<file path="config.mk">
export PLATFORM = sky130hd
export DESIGN_NAME = point_in_polygon_circle_prefilter
export DESIGN_NICKNAME = d
export VERILOG_FILES = /design/src/hw/rtl/pipc_pkg.sv /design/src/hw/rtl/pipc_vtx_ram.sv /design/src/hw/rtl/pipc_edge.sv /design/src/hw/rtl/pipc_circ.sv /design/src/hw/rtl/point_in_polygon_circle_prefilter.sv
export SDC_FILE = /design/constraint.sdc
export NUM_CORES = 2
export LEC_CHECK = 0
export BUFFER_PORTS_ARGS = -buffer_cell sky130_fd_sc_hd__buf_4
export CORE_ASPECT_RATIO = 1.2
export CORE_MARGIN = 1
export CORE_UTILIZATION = 43
export CTS_BUF_LIST = sky130_fd_sc_hd__clkbuf_16
export DETAILED_ROUTE_END_ITERATION = 10
export PLACE_DENSITY = 0.66
export RECOVER_POWER = 100
export SLEW_MARGIN = 20
export SYNTH_ARGS = -nofsm -noshare
export SYNTH_HDL_FRONTEND = slang
export SYNTH_SLANG_ARGS = --single-unit
</file>
<file path="constraint.sdc">
create_clock -name aclk -period 6.7 [get_ports aclk]
set_input_delay 0.67 -clock aclk [delete_from_list [all_inputs] [get_ports aclk]]
set_output_delay 0.67 -clock aclk [all_outputs]
set_load 0.05 [all_outputs]
</file>
<file path="src/hw/rtl/pipc_pkg.sv">
// ----------------------------------------------------------------------------
// pipc_pkg: shared types and constants for the polygon/circle point test
// Sizes, register codes, vertex record and edge status bundle.
// ----------------------------------------------------------------------------
`default_nettype none

package pipc_pkg;

    localparam int MAX_VERTICES = 16;
    localparam int COORD_BITS   = 16;

    localparam int ADDR_W    = $clog2(MAX_VERTICES);
    localparam int N_W       = $clog2(MAX_VERTICES + 1);
    localparam int DIFF_W    = COORD_BITS + 1;
    localparam int PROD_W    = 2 * DIFF_W;
    localparam int IDX_W     = 4;
    localparam int CNT_W     = 4;
    localparam int VC_W      = 5;
    localparam int RAD_W     = COORD_BITS - 1;
    localparam int CFG_IDX_W = 2;
    localparam int S_TDATA_W = ((IDX_W + 2 * COORD_BITS + 7) / 8) * 8;
    localparam int M_TDATA_W = 8;

    typedef logic signed [COORD_BITS-1:0] coord_t;

    typedef struct packed {
        coord_t y;
        coord_t x;
    } vertex_t;

    typedef enum logic [CFG_IDX_W-1:0] {
        REG_VERTEX_COUNT = 2'd0,
        REG_CENTER_X     = 2'd1,
        REG_CENTER_Y     = 2'd2,
        REG_RADIUS       = 2'd3
    } cfg_reg_t;

    typedef enum logic {
        CMD_LOAD  = 1'b0,
        CMD_QUERY = 1'b1
    } cmd_t;

    // edge pipe status toward the sequencer
    typedef struct packed {
        logic busy;   // an edge is still in flight
        logic hit;    // this cycle an edge is counted
    } edge_stat_t;

endpackage

`default_nettype wire

</file>
<file path="src/hw/rtl/pipc_vtx_ram.sv">
// ----------------------------------------------------------------------------
// pipc_vtx_ram: vertex table
// One write port, one read port, read data registered.
// ----------------------------------------------------------------------------
`default_nettype none

module pipc_vtx_ram
    import pipc_pkg::*;
(
    input  logic              aclk,
    input  logic              wr_en,
    input  logic [ADDR_W-1:0] wr_addr,
    input  vertex_t           wr_data,
    input  logic              rd_en,
    input  logic [ADDR_W-1:0] rd_addr,
    output vertex_t           rd_data
);

    vertex_t mem [MAX_VERTICES];
    vertex_t rd_data_reg;

    always_ff @(posedge aclk) begin
        if (wr_en) begin
            mem[wr_addr] <= wr_data;
        end
        if (rd_en) begin
            rd_data_reg <= mem[rd_addr];
        end
    end

    assign rd_data = rd_data_reg;

endmodule

`default_nettype wire

</file>
<file path="src/hw/rtl/pipc_edge.sv">
// ----------------------------------------------------------------------------
// pipc_edge: ray/edge crossing test
// Stages: differences, cross products, then a combinational sign and range decision.
// ----------------------------------------------------------------------------
`default_nettype none

module pipc_edge
    import pipc_pkg::*;
(
    input  logic       aclk,
    input  logic       aresetn,
    input  logic       in_vld,
    input  vertex_t    va,
    input  vertex_t    vb,
    input  coord_t     px,
    input  coord_t     py,
    output edge_stat_t stat
);

    // stage A: differences
    logic                     a_vld_reg;
    logic signed [DIFF_W-1:0] d_a_reg, vy_a_reg, vx_a_reg, ex_a_reg;
    // stage B: products and flags
    logic                     b_vld_reg;
    logic signed [PROD_W-1:0] p1_b_reg, p2_b_reg;
    logic                     dz_b_reg, dpos_b_reg, rng_b_reg;

    logic signed [PROD_W-1:0] p1_next, p2_next;
    logic                     dz_next, dpos_next, rng_next;
    logic signed [PROD_W:0]   n_cross;
    logic                     hit;

    always_ff @(posedge aclk) begin
        if (!aresetn) begin
            a_vld_reg <= 1'b0;
            b_vld_reg <= 1'b0;
        end else begin
            a_vld_reg <= in_vld;
            b_vld_reg <= a_vld_reg;
        end
    end

    always_ff @(posedge aclk) begin
        d_a_reg    <= DIFF_W'(vb.y) - DIFF_W'(va.y);
        vy_a_reg   <= DIFF_W'(py) - DIFF_W'(va.y);
        vx_a_reg   <= DIFF_W'(px) - DIFF_W'(va.x);
        ex_a_reg   <= DIFF_W'(vb.x) - DIFF_W'(va.x);
        p1_b_reg   <= p1_next;
        p2_b_reg   <= p2_next;
        dz_b_reg   <= dz_next;
        dpos_b_reg <= dpos_next;
        rng_b_reg  <= rng_next;
    end

    always_comb begin
        p1_next   = PROD_W'(vx_a_reg) * PROD_W'(d_a_reg);
        p2_next   = PROD_W'(ex_a_reg) * PROD_W'(vy_a_reg);
        dz_next   = (d_a_reg == '0);
        dpos_next = !d_a_reg[DIFF_W-1] && !dz_next;
        // vy must lie between 0 and D, both ends included
        if (dpos_next) begin
            rng_next = !vy_a_reg[DIFF_W-1] && (vy_a_reg <= d_a_reg);
        end else begin
            rng_next = (vy_a_reg[DIFF_W-1] || (vy_a_reg == '0)) && (vy_a_reg >= d_a_reg);
        end
    end

    always_comb begin
        n_cross = (PROD_W+1)'(p1_b_reg) - (PROD_W+1)'(p2_b_reg);
        if (dpos_b_reg) begin
            hit = n_cross[PROD_W] || (n_cross == '0);
        end else begin
            hit = !n_cross[PROD_W];
        end
        stat.hit  = b_vld_reg && !dz_b_reg && rng_b_reg && hit;
        stat.busy = a_vld_reg || b_vld_reg;
    end

endmodule

`default_nettype wire

</file>
<file path="src/hw/rtl/pipc_circ.sv">
// ----------------------------------------------------------------------------
// pipc_circ: circle prefilter
// Squared distance to the center against radius squared, three stages.
// ----------------------------------------------------------------------------
`default_nettype none

module pipc_circ
    import pipc_pkg::*;
(
    input  logic             aclk,
    input  logic             aresetn,
    input  logic             in_vld,
    input  coord_t           px,
    input  coord_t           py,
    input  coord_t           cx,
    input  coord_t           cy,
    input  logic [RAD_W-1:0] radius,
    output logic             res_vld,
    output logic             in_circ
);

    logic                     s1_vld_reg, s2_vld_reg, res_vld_reg;
    logic signed [DIFF_W-1:0] dx_reg, dy_reg;
    logic [RAD_W-1:0]         r_reg;
    logic [PROD_W-1:0]        sx_reg, sy_reg;
    logic [2*RAD_W-1:0]       r2_reg;
    logic                     in_circ_reg;

    logic signed [PROD_W-1:0] sx_next, sy_next;
    logic [PROD_W:0]          sum;

    always_ff @(posedge aclk) begin
        if (!aresetn) begin
            s1_vld_reg  <= 1'b0;
            s2_vld_reg  <= 1'b0;
            res_vld_reg <= 1'b0;
        end else begin
            s1_vld_reg  <= in_vld;
            s2_vld_reg  <= s1_vld_reg;
            res_vld_reg <= s2_vld_reg;
        end
    end

    always_comb begin
        sx_next = PROD_W'(dx_reg) * PROD_W'(dx_reg);
        sy_next = PROD_W'(dy_reg) * PROD_W'(dy_reg);
        sum     = (PROD_W+1)'(sx_reg) + (PROD_W+1)'(sy_reg);
    end

    always_ff @(posedge aclk) begin
        dx_reg      <= DIFF_W'(px) - DIFF_W'(cx);
        dy_reg      <= DIFF_W'(py) - DIFF_W'(cy);
        r_reg       <= radius;
        sx_reg      <= sx_next;
        sy_reg      <= sy_next;
        r2_reg      <= (2*RAD_W)'(r_reg) * (2*RAD_W)'(r_reg);
        in_circ_reg <= (sum < (PROD_W+1)'(r2_reg));
    end

    assign res_vld = res_vld_reg;
    assign in_circ = in_circ_reg;

endmodule

`default_nettype wire

</file>
<file path="src/hw/rtl/point_in_polygon_circle_prefilter.sv">
// ----------------------------------------------------------------------------
// point_in_polygon_circle_prefilter: ray-casting point test with circle gate
// Vertex table in a synchronous RAM, swept one vertex per cycle per query.
// ----------------------------------------------------------------------------
// Usage:
//   s_* channel takes requests. s_tuser = 0 loads a vertex into the table slot
//   given by the index field, with no result. s_tuser = 1 queries a point and
//   yields exactly one result on the m_* channel.
//   cfg_* writes vertex_count, center_x, center_y and radius; always ready.
//   Write config only while the block is idle.
// Sequencing:
//   A query with n usable vertices (vertex_count clamped to the table depth)
//   shows its result once the sweep and both test pipes are done and the
//   output register is free. The table RAM has one read port, so the sweep
//   reads one vertex at a time; the edge pipe and the three-stage circle test
//   run overlapped with it. A new request is taken once the result is in the
//   output register; loads are taken one after another while the block is idle.
// Reset:
//   aresetn (sync, low) clears control and config registers. The table holds
//   garbage until loaded; querying unloaded slots gives undefined results.
// Stall:
//   The result sits in the output register until m_tready; the block goes on
//   taking loads and one more query meanwhile, and holds that query's result
//   back while the output register is still full.
// ----------------------------------------------------------------------------
`default_nettype none

module point_in_polygon_circle_prefilter
    import pipc_pkg::*;
(
    input  logic                  aclk,
    input  logic                  aresetn,
    // request: [3:0] vertex_index, [19:4] point_x, [35:20] point_y, rest zero
    input  logic                  s_tvalid,
    output logic                  s_tready,
    input  logic [S_TDATA_W-1:0]  s_tdata,
    // tuser: [0] command
    input  logic                  s_tuser,
    // result: [0] inside_res, [1] in_circle, [5:2] crossings, rest zero
    output logic                  m_tvalid,
    input  logic                  m_tready,
    output logic [M_TDATA_W-1:0]  m_tdata,
    // config write
    input  logic                  cfg_valid,
    output logic                  cfg_ready,
    input  logic [CFG_IDX_W-1:0]  cfg_index,
    input  logic [COORD_BITS-1:0] cfg_data
);

    typedef enum logic [2:0] {
        S_IDLE  = 3'b001,
        S_READ  = 3'b010,
        S_DRAIN = 3'b100
    } state_t;

    // ---------------- request fields ----------------
    cmd_t             s_cmd;
    logic [IDX_W-1:0] s_idx;
    coord_t           s_x, s_y;
    logic             s_acc, load_acc, query_acc;

    assign s_cmd = cmd_t'(s_tuser);
    assign s_idx = s_tdata[IDX_W-1:0];
    assign s_x   = s_tdata[IDX_W +: COORD_BITS];
    assign s_y   = s_tdata[IDX_W+COORD_BITS +: COORD_BITS];

    // ---------------- config registers ----------------
    logic [VC_W-1:0]  vcount_reg, vcount_next;
    coord_t           cx_reg, cx_next, cy_reg, cy_next;
    logic [RAD_W-1:0] rad_reg, rad_next;
    logic             cfg_acc;

    assign cfg_ready = 1'b1;
    assign cfg_acc   = cfg_valid && cfg_ready;

    always_comb begin
        vcount_next = vcount_reg;
        cx_next     = cx_reg;
        cy_next     = cy_reg;
        rad_next    = rad_reg;
        if (cfg_acc) begin
            case (cfg_reg_t'(cfg_index))
                REG_VERTEX_COUNT: vcount_next = cfg_data[VC_W-1:0];
                REG_CENTER_X:     cx_next     = cfg_data;
                REG_CENTER_Y:     cy_next     = cfg_data;
                REG_RADIUS:       rad_next    = cfg_data[RAD_W-1:0];
                default: begin
                end
            endcase
        end
    end

    // ---------------- sequencer state ----------------
    state_t           state_reg, state_next;
    coord_t           px_reg, py_reg;
    logic [N_W-1:0]   n_reg, n_next, n_clamp;
    logic [N_W-1:0]   rd_cnt_reg, rd_cnt_next;
    logic             rd_vld_reg, first_reg, first_next;
    vertex_t          prev_reg;
    logic [CNT_W-1:0] cnt_reg, cnt_next;
    logic             circ_done_reg, circ_done_next;
    logic             in_circ_reg, in_circ_next;
    logic             m_tvalid_reg, m_tvalid_next;
    logic [M_TDATA_W-1:0] m_tdata_reg, m_tdata_next;
    logic             finish;
    logic [CNT_W-1:0] crossings;

    // RAM hookup
    logic    ram_re;
    vertex_t ram_rdata;

    // unit status
    edge_stat_t est;
    logic       circ_vld, circ_in;

    assign s_tready  = (state_reg == S_IDLE);
    assign s_acc     = s_tvalid && s_tready;
    assign load_acc  = s_acc && (s_cmd == CMD_LOAD) && (32'(s_idx) < MAX_VERTICES);
    assign query_acc = s_acc && (s_cmd == CMD_QUERY);
    assign ram_re    = (state_reg == S_READ);

    assign n_clamp = (32'(vcount_reg) > MAX_VERTICES) ? N_W'(MAX_VERTICES)
                                                      : N_W'(vcount_reg);

    // Loads only land in IDLE and the sweep starts the cycle after a query is
    // taken, so a table read never races a write to the same slot.
    pipc_vtx_ram u_ram (
        .aclk    (aclk),
        .wr_en   (load_acc),
        .wr_addr (ADDR_W'(s_idx)),
        .wr_data ({s_y, s_x}),
        .rd_en   (ram_re),
        .rd_addr (rd_cnt_reg[ADDR_W-1:0]),
        .rd_data (ram_rdata)
    );

    // edge (v[i-1], v[i]) goes in as soon as v[i] returns from the RAM
    pipc_edge u_edge (
        .aclk    (aclk),
        .aresetn (aresetn),
        .in_vld  (rd_vld_reg && !first_reg),
        .va      (prev_reg),
        .vb      (ram_rdata),
        .px      (px_reg),
        .py      (py_reg),
        .stat    (est)
    );

    pipc_circ u_circ (
        .aclk    (aclk),
        .aresetn (aresetn),
        .in_vld  (query_acc),
        .px      (s_x),
        .py      (s_y),
        .cx      (cx_reg),
        .cy      (cy_reg),
        .radius  (rad_reg),
        .res_vld (circ_vld),
        .in_circ (circ_in)
    );

    // result is ready when the sweep and both pipes are empty and the
    // output register can take it
    assign finish = (state_reg == S_DRAIN) && !rd_vld_reg && !est.busy
                    && circ_done_reg && (!m_tvalid_reg || m_tready);

    assign crossings = in_circ_reg ? cnt_reg : '0;

    always_comb begin
        state_next     = state_reg;
        n_next         = n_reg;
        rd_cnt_next    = rd_cnt_reg;
        first_next     = 1'b0;
        cnt_next       = cnt_reg;
        circ_done_next = circ_done_reg;
        in_circ_next   = in_circ_reg;
        m_tvalid_next  = m_tvalid_reg;
        m_tdata_next   = m_tdata_reg;

        if (est.hit) begin
            cnt_next = cnt_reg + CNT_W'(1);
        end
        if (circ_vld) begin
            circ_done_next = 1'b1;
            in_circ_next   = circ_in;
        end
        if (m_tvalid_reg && m_tready) begin
            m_tvalid_next = 1'b0;
        end

        case (state_reg)
            S_IDLE: begin
                if (query_acc) begin
                    n_next         = n_clamp;
                    rd_cnt_next    = '0;
                    cnt_next       = '0;
                    circ_done_next = 1'b0;
                    state_next     = (n_clamp == '0) ? S_DRAIN : S_READ;
                end
            end
            S_READ: begin
                first_next  = (rd_cnt_reg == '0);
                rd_cnt_next = rd_cnt_reg + N_W'(1);
                if (rd_cnt_reg == n_reg - N_W'(1)) begin
                    state_next = S_DRAIN;
                end
            end
            S_DRAIN: begin
                if (finish) begin
                    m_tvalid_next = 1'b1;
                    m_tdata_next  = M_TDATA_W'({crossings, in_circ_reg,
                                                in_circ_reg & cnt_reg[0]});
                    state_next    = S_IDLE;
                end
            end
            default: begin
                state_next = S_IDLE;
            end
        endcase
    end

    always_ff @(posedge aclk) begin
        if (!aresetn) begin
            state_reg     <= S_IDLE;
            vcount_reg    <= '0;
            cx_reg        <= '0;
            cy_reg        <= '0;
            rad_reg       <= '0;
            rd_vld_reg    <= 1'b0;
            circ_done_reg <= 1'b0;
            m_tvalid_reg  <= 1'b0;
        end else begin
            state_reg     <= state_next;
            vcount_reg    <= vcount_next;
            cx_reg        <= cx_next;
            cy_reg        <= cy_next;
            rad_reg       <= rad_next;
            rd_vld_reg    <= ram_re;
            circ_done_reg <= circ_done_next;
            m_tvalid_reg  <= m_tvalid_next;
        end
    end

    always_ff @(posedge aclk) begin
        if (query_acc) begin
            px_reg <= s_x;
            py_reg <= s_y;
        end
        if (rd_vld_reg) begin
            prev_reg <= ram_rdata;
        end
        n_reg       <= n_next;
        rd_cnt_reg  <= rd_cnt_next;
        first_reg   <= first_next;
        cnt_reg     <= cnt_next;
        in_circ_reg <= in_circ_next;
        m_tdata_reg <= m_tdata_next;
    end

    assign m_tvalid = m_tvalid_reg;
    assign m_tdata  = m_tdata_reg;

`ifndef ASSERT_OFF
    // no table read or edge activity while taking new requests
    a_idle_quiet: assert property (@(posedge aclk) disable iff (!aresetn)
        (state_reg == S_IDLE) |-> (!rd_vld_reg && !est.busy))
        else $error("edge pipe active while idle");

    // a result only follows a completed circle check
    a_circ_first: assert property (@(posedge aclk) disable iff (!aresetn)
        $rose(m_tvalid_reg) |-> $past(circ_done_reg))
        else $error("result issued before circle test finished");

    // crossings cannot outnumber the edges of the chain
    a_cnt_bound: assert property (@(posedge aclk) disable iff (!aresetn)
        finish |-> ((cnt_reg == '0) || (N_W'(cnt_reg) < n_reg)))
        else $error("crossing count exceeds edge count");

    // a held result is never overwritten
    a_no_overrun: assert property (@(posedge aclk) disable iff (!aresetn)
        (m_tvalid_reg && !m_tready) |-> !finish)
        else $error("result register overwritten while stalled");
`endif

endmodule

`default_nettype wire

</file>
Yosys cells after proc, flatten, opt, wreduce, memory -nomap -nowiden
Memories as Yosys holds them, arrays and structs flattened. A register that Yosys moved wholly into a read port is not among the register bits. Cells that the tools add are included. Widths: inputs -> output; s select.

Flip-flop bits (word level): 436. Bits in writable memories: 512. Bits of input ports: 64. Output and inout bits: 11. Memories: 1.

$add $sub $neg: 11. Multiply operators: 5. Order comparisons: 4. Eq/ne operators: 10. Multiplexer cells: 21. Bitwise gates (word level): 2. Reduce and logical (&&, ||, !) cells: 43.

Memories: u_ram.mem (words 16, width 32, read ports 1, clocked after Yosys merged registers in 1, write ports 1, line pipc_vtx_ram.sv:19) `vertex_t mem [MAX_VERTICES];`.

Operators by type and width (number): $mul 17x17->34 (4); $sub 16x16->17 (6); $add 34x34->35 (1); $logic_not 35->1 (1); $lt 35x30->1 (1); $sub 34x34->35 (1); $logic_not 17->1 (2); $mul 15x15->30 (1); $ge 17x17->1 (1); $le 17x17->1 (1); $logic_and 1x1->1 (15); $reduce_and 2->1 (7); $mux 3 (4); $mux 4 (3); $logic_not 5->1 (2); $mux 1 (10); $mux 5 (2); $pmux 5 s2 (1); $logic_not 1->1 (9); $pmux 3 s3 (1); $add 5x1->5 const B (1); $eq 5x5->1 (1); $gt 5x5->1 const B (1); $sub 5x1->5 const B (1); other kinds (14) (19).

Longest topological paths before layout
Word-level depth: 8. Gate-level depth with buffers: 27. Mapped depth without buffers: 26.

By module
Synthesis repeated with hierarchy kept, for this count alone.

Cells, all modules: 8054. Area, all modules: 87809.2 um^2.

By module, submodules not included: pipc_circ (instances 1, cells each 3477, area an instance 32406.1 um^2); pipc_edge (instances 1, cells each 3329, area an instance 30026.3 um^2); pipc_vtx_ram (instances 1, cells each 838, area an instance 20155.6 um^2); point_in_polygon_circle_prefilter (instances 1, cells each 410, area an instance 5221.3 um^2).

Worst setup path before layout
No wires, ideal clock.

Path kind: register -> register. From: register u_circ.dy_reg[7]. To: register u_circ.sy_reg[33]. Library setup time: 0.129 ns. Arrival: 6.345 ns. Required time: 6.571 ns. Path slack: 0.226 ns. Stages on the path, launching flop included: 26. Path buffers: 1. Cells stage by stage: dfxtp_1 > clkbuf_1 > nand2_1 > fa_1 > inv_1 > fa_1 > inv_1 > fa_1 > inv_1 > fa_1 > fa_1 > inv_1 > fa_1 > inv_1 > ha_1 > and4_1 > a21oi_1 > o21ai_0 > a31oi_1 > o21ai_0 > o21ai_0 > a2111oi_0 > o21a_1 > o21a_1 > o41ai_1 > xnor2_1.

Longest elaborated chain between the ends: 1.

RTL lines: from (decl) (line pipc_circ.sv:23) `logic signed [DIFF_W-1:0] dx_reg, dy_reg;`; from (signal assigned) (line pipc_circ.sv:52) `dy_reg <= DIFF_W'(py) - DIFF_W'(cy);`; $mul 17x17->34 (line pipc_circ.sv:46) `sy_next = PROD_W'(dy_reg) * PROD_W'(dy_reg);`; via u_circ.sy_next[33] (line pipc_circ.sv:29) `logic signed [PROD_W-1:0] sx_next, sy_next;`; to (signal assigned) (line pipc_circ.sv:55) `sy_reg <= sy_next;`; to (decl) (line pipc_circ.sv:25) `logic [PROD_W-1:0] sx_reg, sy_reg;`.

The timed path passes the listed nets, and every way through them passes these cells. A chain may end at the register's enable or synchronous reset.

Final worst setup path
From: register u_circ.dy_reg[4]. To: register u_circ.sy_reg[32].

Same word-level chain as after synthesis.

==> load_flow_metrics.sql <==
INSERT INTO impl_metrics (metric_group, metric, value, unit) VALUES
('worst_setup_path', 'worst-r2r-setup-slack', '250', 'ps'),
('timing', 'fin_crit_sh', '0.962', ''),
('cts', 'cts.repair_timing.setup_buffer_count', '0', ''),
('drt', 'route.detailed.drc', '0', ''),
('die', 'floorplan.die.height', '496', 'µm'),
('timing', 'fin_ws', '254', 'ps'),
('placement', 'port-buffer-count', '67', ''),
('cells_and_area', 'final_layout_size_suffix_gt1_frac', '0.0890', ''),
('timing', 'max_clock_freq', '0.155', 'GHz'),
('cts', 'clock_buffers_created_by_tritoncts', '96', ''),
('die', 'initial_core_util', '0.432', ''),
('yosys', 'async_reset_ff_frac', '0', ''),
('yosys', 'yosys.area_share.adder', '0.384', ''),
('cells_and_area', 'layout.filler_cells', '18465', ''),
('yosys', 'multiplexer_area_fraction_after_synthesis', '0.0436', ''),
('worst_setup_path', 'rr_startpoint', 'u_circ.dy_reg[4]', ''),
('yosys', 'synth_edf_count', '625', ''),
('timing', 'finalHoldViolations', '0', ''),
('yosys', 'avgSynthCellArea', '10.9', 'µm²'),
('die', 'row_count', '181', ''),
('worst_setup_path', 'worstSetupEndpoint', 'u_circ.sy_reg[32]', ''),
('cells_and_area', 'seq_area', '25900', 'µm²'),
('yosys', 'synthesis.instances', '8002', ''),
('yosys', 'main_combinational_cell_family_by_area_after_synthesis', 'adder cells', ''),
('worst_hold_path', 'min-delay-path-class', 'input port to flop', ''),
('timing', 'final-max-slew-violation-count', '818', ''),
('job', 'timing.max_cap.violations', '23', ''),
('worst_setup_path', 'worstReg2RegEnd', 'u_circ.sy_reg[32]', ''),
('worst_setup_path', 'cp.required', '7340', 'ps'),
('outcome', 'outcome', 'complete, but fails checks', ''),
('cts', 'clkLatencyLatePin', '750', 'ps'),
('timing', 'fin_worst_skew', '86.5', 'ps'),
('yosys', 'synthTopCellsByCount', '1,742 x sky130_fd_sc_hd__inv_1, 1,267 x sky130_fd_sc_hd__fa_1, 673 x sky130_fd_sc_hd__nand2_1, 660 x sky130_fd_sc_hd__ha_1, 625 x sky130_fd_sc_hd__edfxtp_1', ''),
('die', 'coreArea', '202000', 'µm²'),
('yosys', 'synth_top_area_cell', 'sky130_fd_sc_hd__fa_1', ''),
('drt', 'initialDrtViolationCount', '3575', ''),
('yosys', 'post_synthesis_compound_gate_area_fraction', '0.0581', ''),
('die', 'ioPinCount', '75', ''),
('cts', 'clock_tree.buffer_depth', '3', ''),
('worst_setup_path', 'cp.arrival', '7090', 'ps'),
('worst_setup_path', 'critPathLaunchType', 'flop', ''),
('global_routing', 'grt_usage', '0.211', ''),
('global_routing', 'first_global_vias', '61518', ''),
('placement', 'pre_cts_slack', '-108', 'ps'),
('yosys', 'synth_area_leaders', 'sky130_fd_sc_hd__fa_1 29%, sky130_fd_sc_hd__edfxtp_1 21%, sky130_fd_sc_hd__ha_1 9.4%', ''),
('cells_and_area', 'multi_input_gate_area_in_the_final_layout', '54400', 'µm²'),
('global_routing', 'grt_antenna_before_repair', '16', ''),
('yosys', 'synth_top_area_frac', '0.290', ''),
('global_routing', 'grt_first_pass_wirelength', '336000', 'µm'),
('timing', 'worst_slew_pin_slew', '3120', 'ps'),
('yosys', 'synth.distinct_cells', '94', ''),
('yosys', 'synth-xor-area-share', '0.0275', ''),
('cts', 'path_clk_slew', '70', 'ps'),
('drt', 'vias_per_cell', '5.21', ''),
('yosys', 'synth.yosys.warnings', '0', ''),
('cts', 'htree_num_levels', '3', ''),
('drt', 'via_count', '57127', ''),
('cts', 'cts_tree', 'yes', ''),
('outcome', 'violations', 'max-capacitance violations, max-slew violations', ''),
('timing', 'setup_viol_count_final', '0', ''),
('yosys', 'synth_area', '87500', 'µm²'),
('drt', 'drt_wl_total', '211000', 'µm'),
('worst_setup_path', 'path_max_fanout', '7', ''),
('worst_setup_path', 'cp-end-kind', 'flop', ''),
('drt', 'average_wire_length_per_cell_after_detail_routing', '19.2', 'µm'),
('yosys', 'postSynth.topFlopCell', 'sky130_fd_sc_hd__edfxtp_1', ''),
('timing', 'timing.final.crit_period', '6450', 'ps'),
('die', 'floorplan.die.width', '414', 'µm'),
('cts', 'cts_root_buffer', 'sky130_fd_sc_hd__clkbuf_16', ''),
('worst_setup_path', 'startpoint', 'u_circ.dy_reg[4]', ''),
('die', 'design.die.area', '205000', 'µm²');
stage by stage:
| stage | std cells | hold slack [ps] | instance area [µm²] |
|---|---|---|---|
| 2_1_floorplan | 8003 | 331 | 87500 |
| 3_5_place_dp | 10783 | 343 | 92800 |
| 6_report | 10969 | 249 | 95900 |
| 5_1_grt | 10963 | 234 | 95900 |
| 4_1_cts | 10963 | 154 | 96000 |
| 3_3_place_gp | 10783 | 339 | 92800 |
repair_timing:
item / 4_1_cts / 5_1_grt
resized for setup: 5 / 85
endpoints found under the setup margin: 3 / 30
hold endpoints to repair: 0 / 0
pin swaps: 0 / 5
cells by family (layout without fill, tap and decap cells):
family          Yosys count  count (layout)
compound gates          779             779
xor+xnor                275             275
fa+ha+maj              1927            1927
buf+inv                1968            2275
flops                   977             977
mux                     180             180
other cells               2               9
simple gates           1894            1894
placed cells by master, fill, tap and decap left out, types with 16 or more instances in the layout:
master	instances
sky130_fd_sc_hd__and2_1	429
sky130_fd_sc_hd__o21bai_1	21
sky130_fd_sc_hd__or2_2	18
sky130_fd_sc_hd__nand2b_1	47
sky130_fd_sc_hd__inv_1	1759
sky130_fd_sc_hd__nand2_1	673
sky130_fd_sc_hd__a31oi_1	24
sky130_fd_sc_hd__and3_1	26
sky130_fd_sc_hd__nor3_1	59
sky130_fd_sc_hd__xnor2_1	227
sky130_fd_sc_hd__a21oi_1	225
sky130_fd_sc_hd__nor4_1	24
sky130_fd_sc_hd__o211ai_1	16
sky130_fd_sc_hd__mux4_2	160
sky130_fd_sc_hd__nand4_1	26
sky130_fd_sc_hd__nor2b_1	93
sky130_fd_sc_hd__buf_4	271
sky130_fd_sc_hd__dfxtp_2	54
sky130_fd_sc_hd__o21ai_0	150
sky130_fd_sc_hd__nand3_1	72
sky130_fd_sc_hd__o21a_1	36
sky130_fd_sc_hd__nor2_1	316
sky130_fd_sc_hd__fa_1	1266
sky130_fd_sc_hd__o2111ai_1	17
sky130_fd_sc_hd__clkinv_1	20
sky130_fd_sc_hd__ha_1	660
sky130_fd_sc_hd__clkbuf_1	68
sky130_fd_sc_hd__a21boi_0	34
sky130_fd_sc_hd__dfxtp_1	297
sky130_fd_sc_hd__nand3b_1	17
sky130_fd_sc_hd__and2_0	24
sky130_fd_sc_hd__xor2_1	48
sky130_fd_sc_hd__clkbuf_16	97
sky130_fd_sc_hd__a21o_1	77
sky130_fd_sc_hd__edfxtp_1	625
how the worst min path moves through the flow:
stage,from,to,slack [ps],cells past startpoint
2_1_floorplan,rad_reg[0],u_circ.r_reg[0],330,0
3_3_place_gp,rad_reg[13],u_circ.r_reg[13],340,0
3_5_place_dp,rad_reg[11],u_circ.r_reg[11],340,0
4_1_cts,aresetn,state_reg[0],150,2
5_1_grt,cfg_data[13],rad_reg[13],230,3
6_report,cfg_data[13],rad_reg[13],250,3
layer usage:
metal / vias to the layer above / share of wire / GRT usage / wire length, µm
met3: 410 / 0.051 / 0.0219 / 10800
met5: - / 0.00056 / 0 / 119
li1: 25955 / - / - / -
met2: 1608 / 0.50 / 0.368 / 106000
met1: 29136 / 0.41 / 0.269 / 86000
met4: 18 / 0.039 / 0.0796 / 8300
final cells by class:
| class | count | share of cell area |
|---|---|---|
| inverters | 1744 | 0.0683 |
| repair buffers | 351 | 0.0258 |
| clock buffers | 97 | 0.0253 |
| clock inverters | 83 | 0.00818 |
| diodes | 6 | 0.000157 |
| flip-flops and latches | 977 | 0.270 |
| well taps | 2653 | 0.0346 |
| multi-input cells | 5058 | 0.568 |
worst max-delay path, cell delays in order (launching register included):
cell and delay, ps:
sky130_fd_sc_hd__dfxtp_2 380, sky130_fd_sc_hd__buf_4 190, sky130_fd_sc_hd__and2_1 220, sky130_fd_sc_hd__fa_1 560, sky130_fd_sc_hd__inv_1 60, sky130_fd_sc_hd__fa_1 440
sky130_fd_sc_hd__fa_1 430, sky130_fd_sc_hd__inv_1 80, sky130_fd_sc_hd__fa_1 430, sky130_fd_sc_hd__fa_1 540, sky130_fd_sc_hd__inv_1 50, sky130_fd_sc_hd__fa_1 470
sky130_fd_sc_hd__inv_1 40, sky130_fd_sc_hd__ha_1 280, sky130_fd_sc_hd__a21o_1 230, sky130_fd_sc_hd__a21oi_2 200, sky130_fd_sc_hd__a21oi_2 120, sky130_fd_sc_hd__or4_4 510
sky130_fd_sc_hd__a31oi_4 200, sky130_fd_sc_hd__o31ai_1 130, sky130_fd_sc_hd__a2111oi_2 380, sky130_fd_sc_hd__o21bai_1 120, sky130_fd_sc_hd__a21oi_1 180, sky130_fd_sc_hd__xnor2_1 140
Power is left out: the tool's default activity adds up to more than one toggle a clock period on the data nets, which glitch-free logic cannot reach.
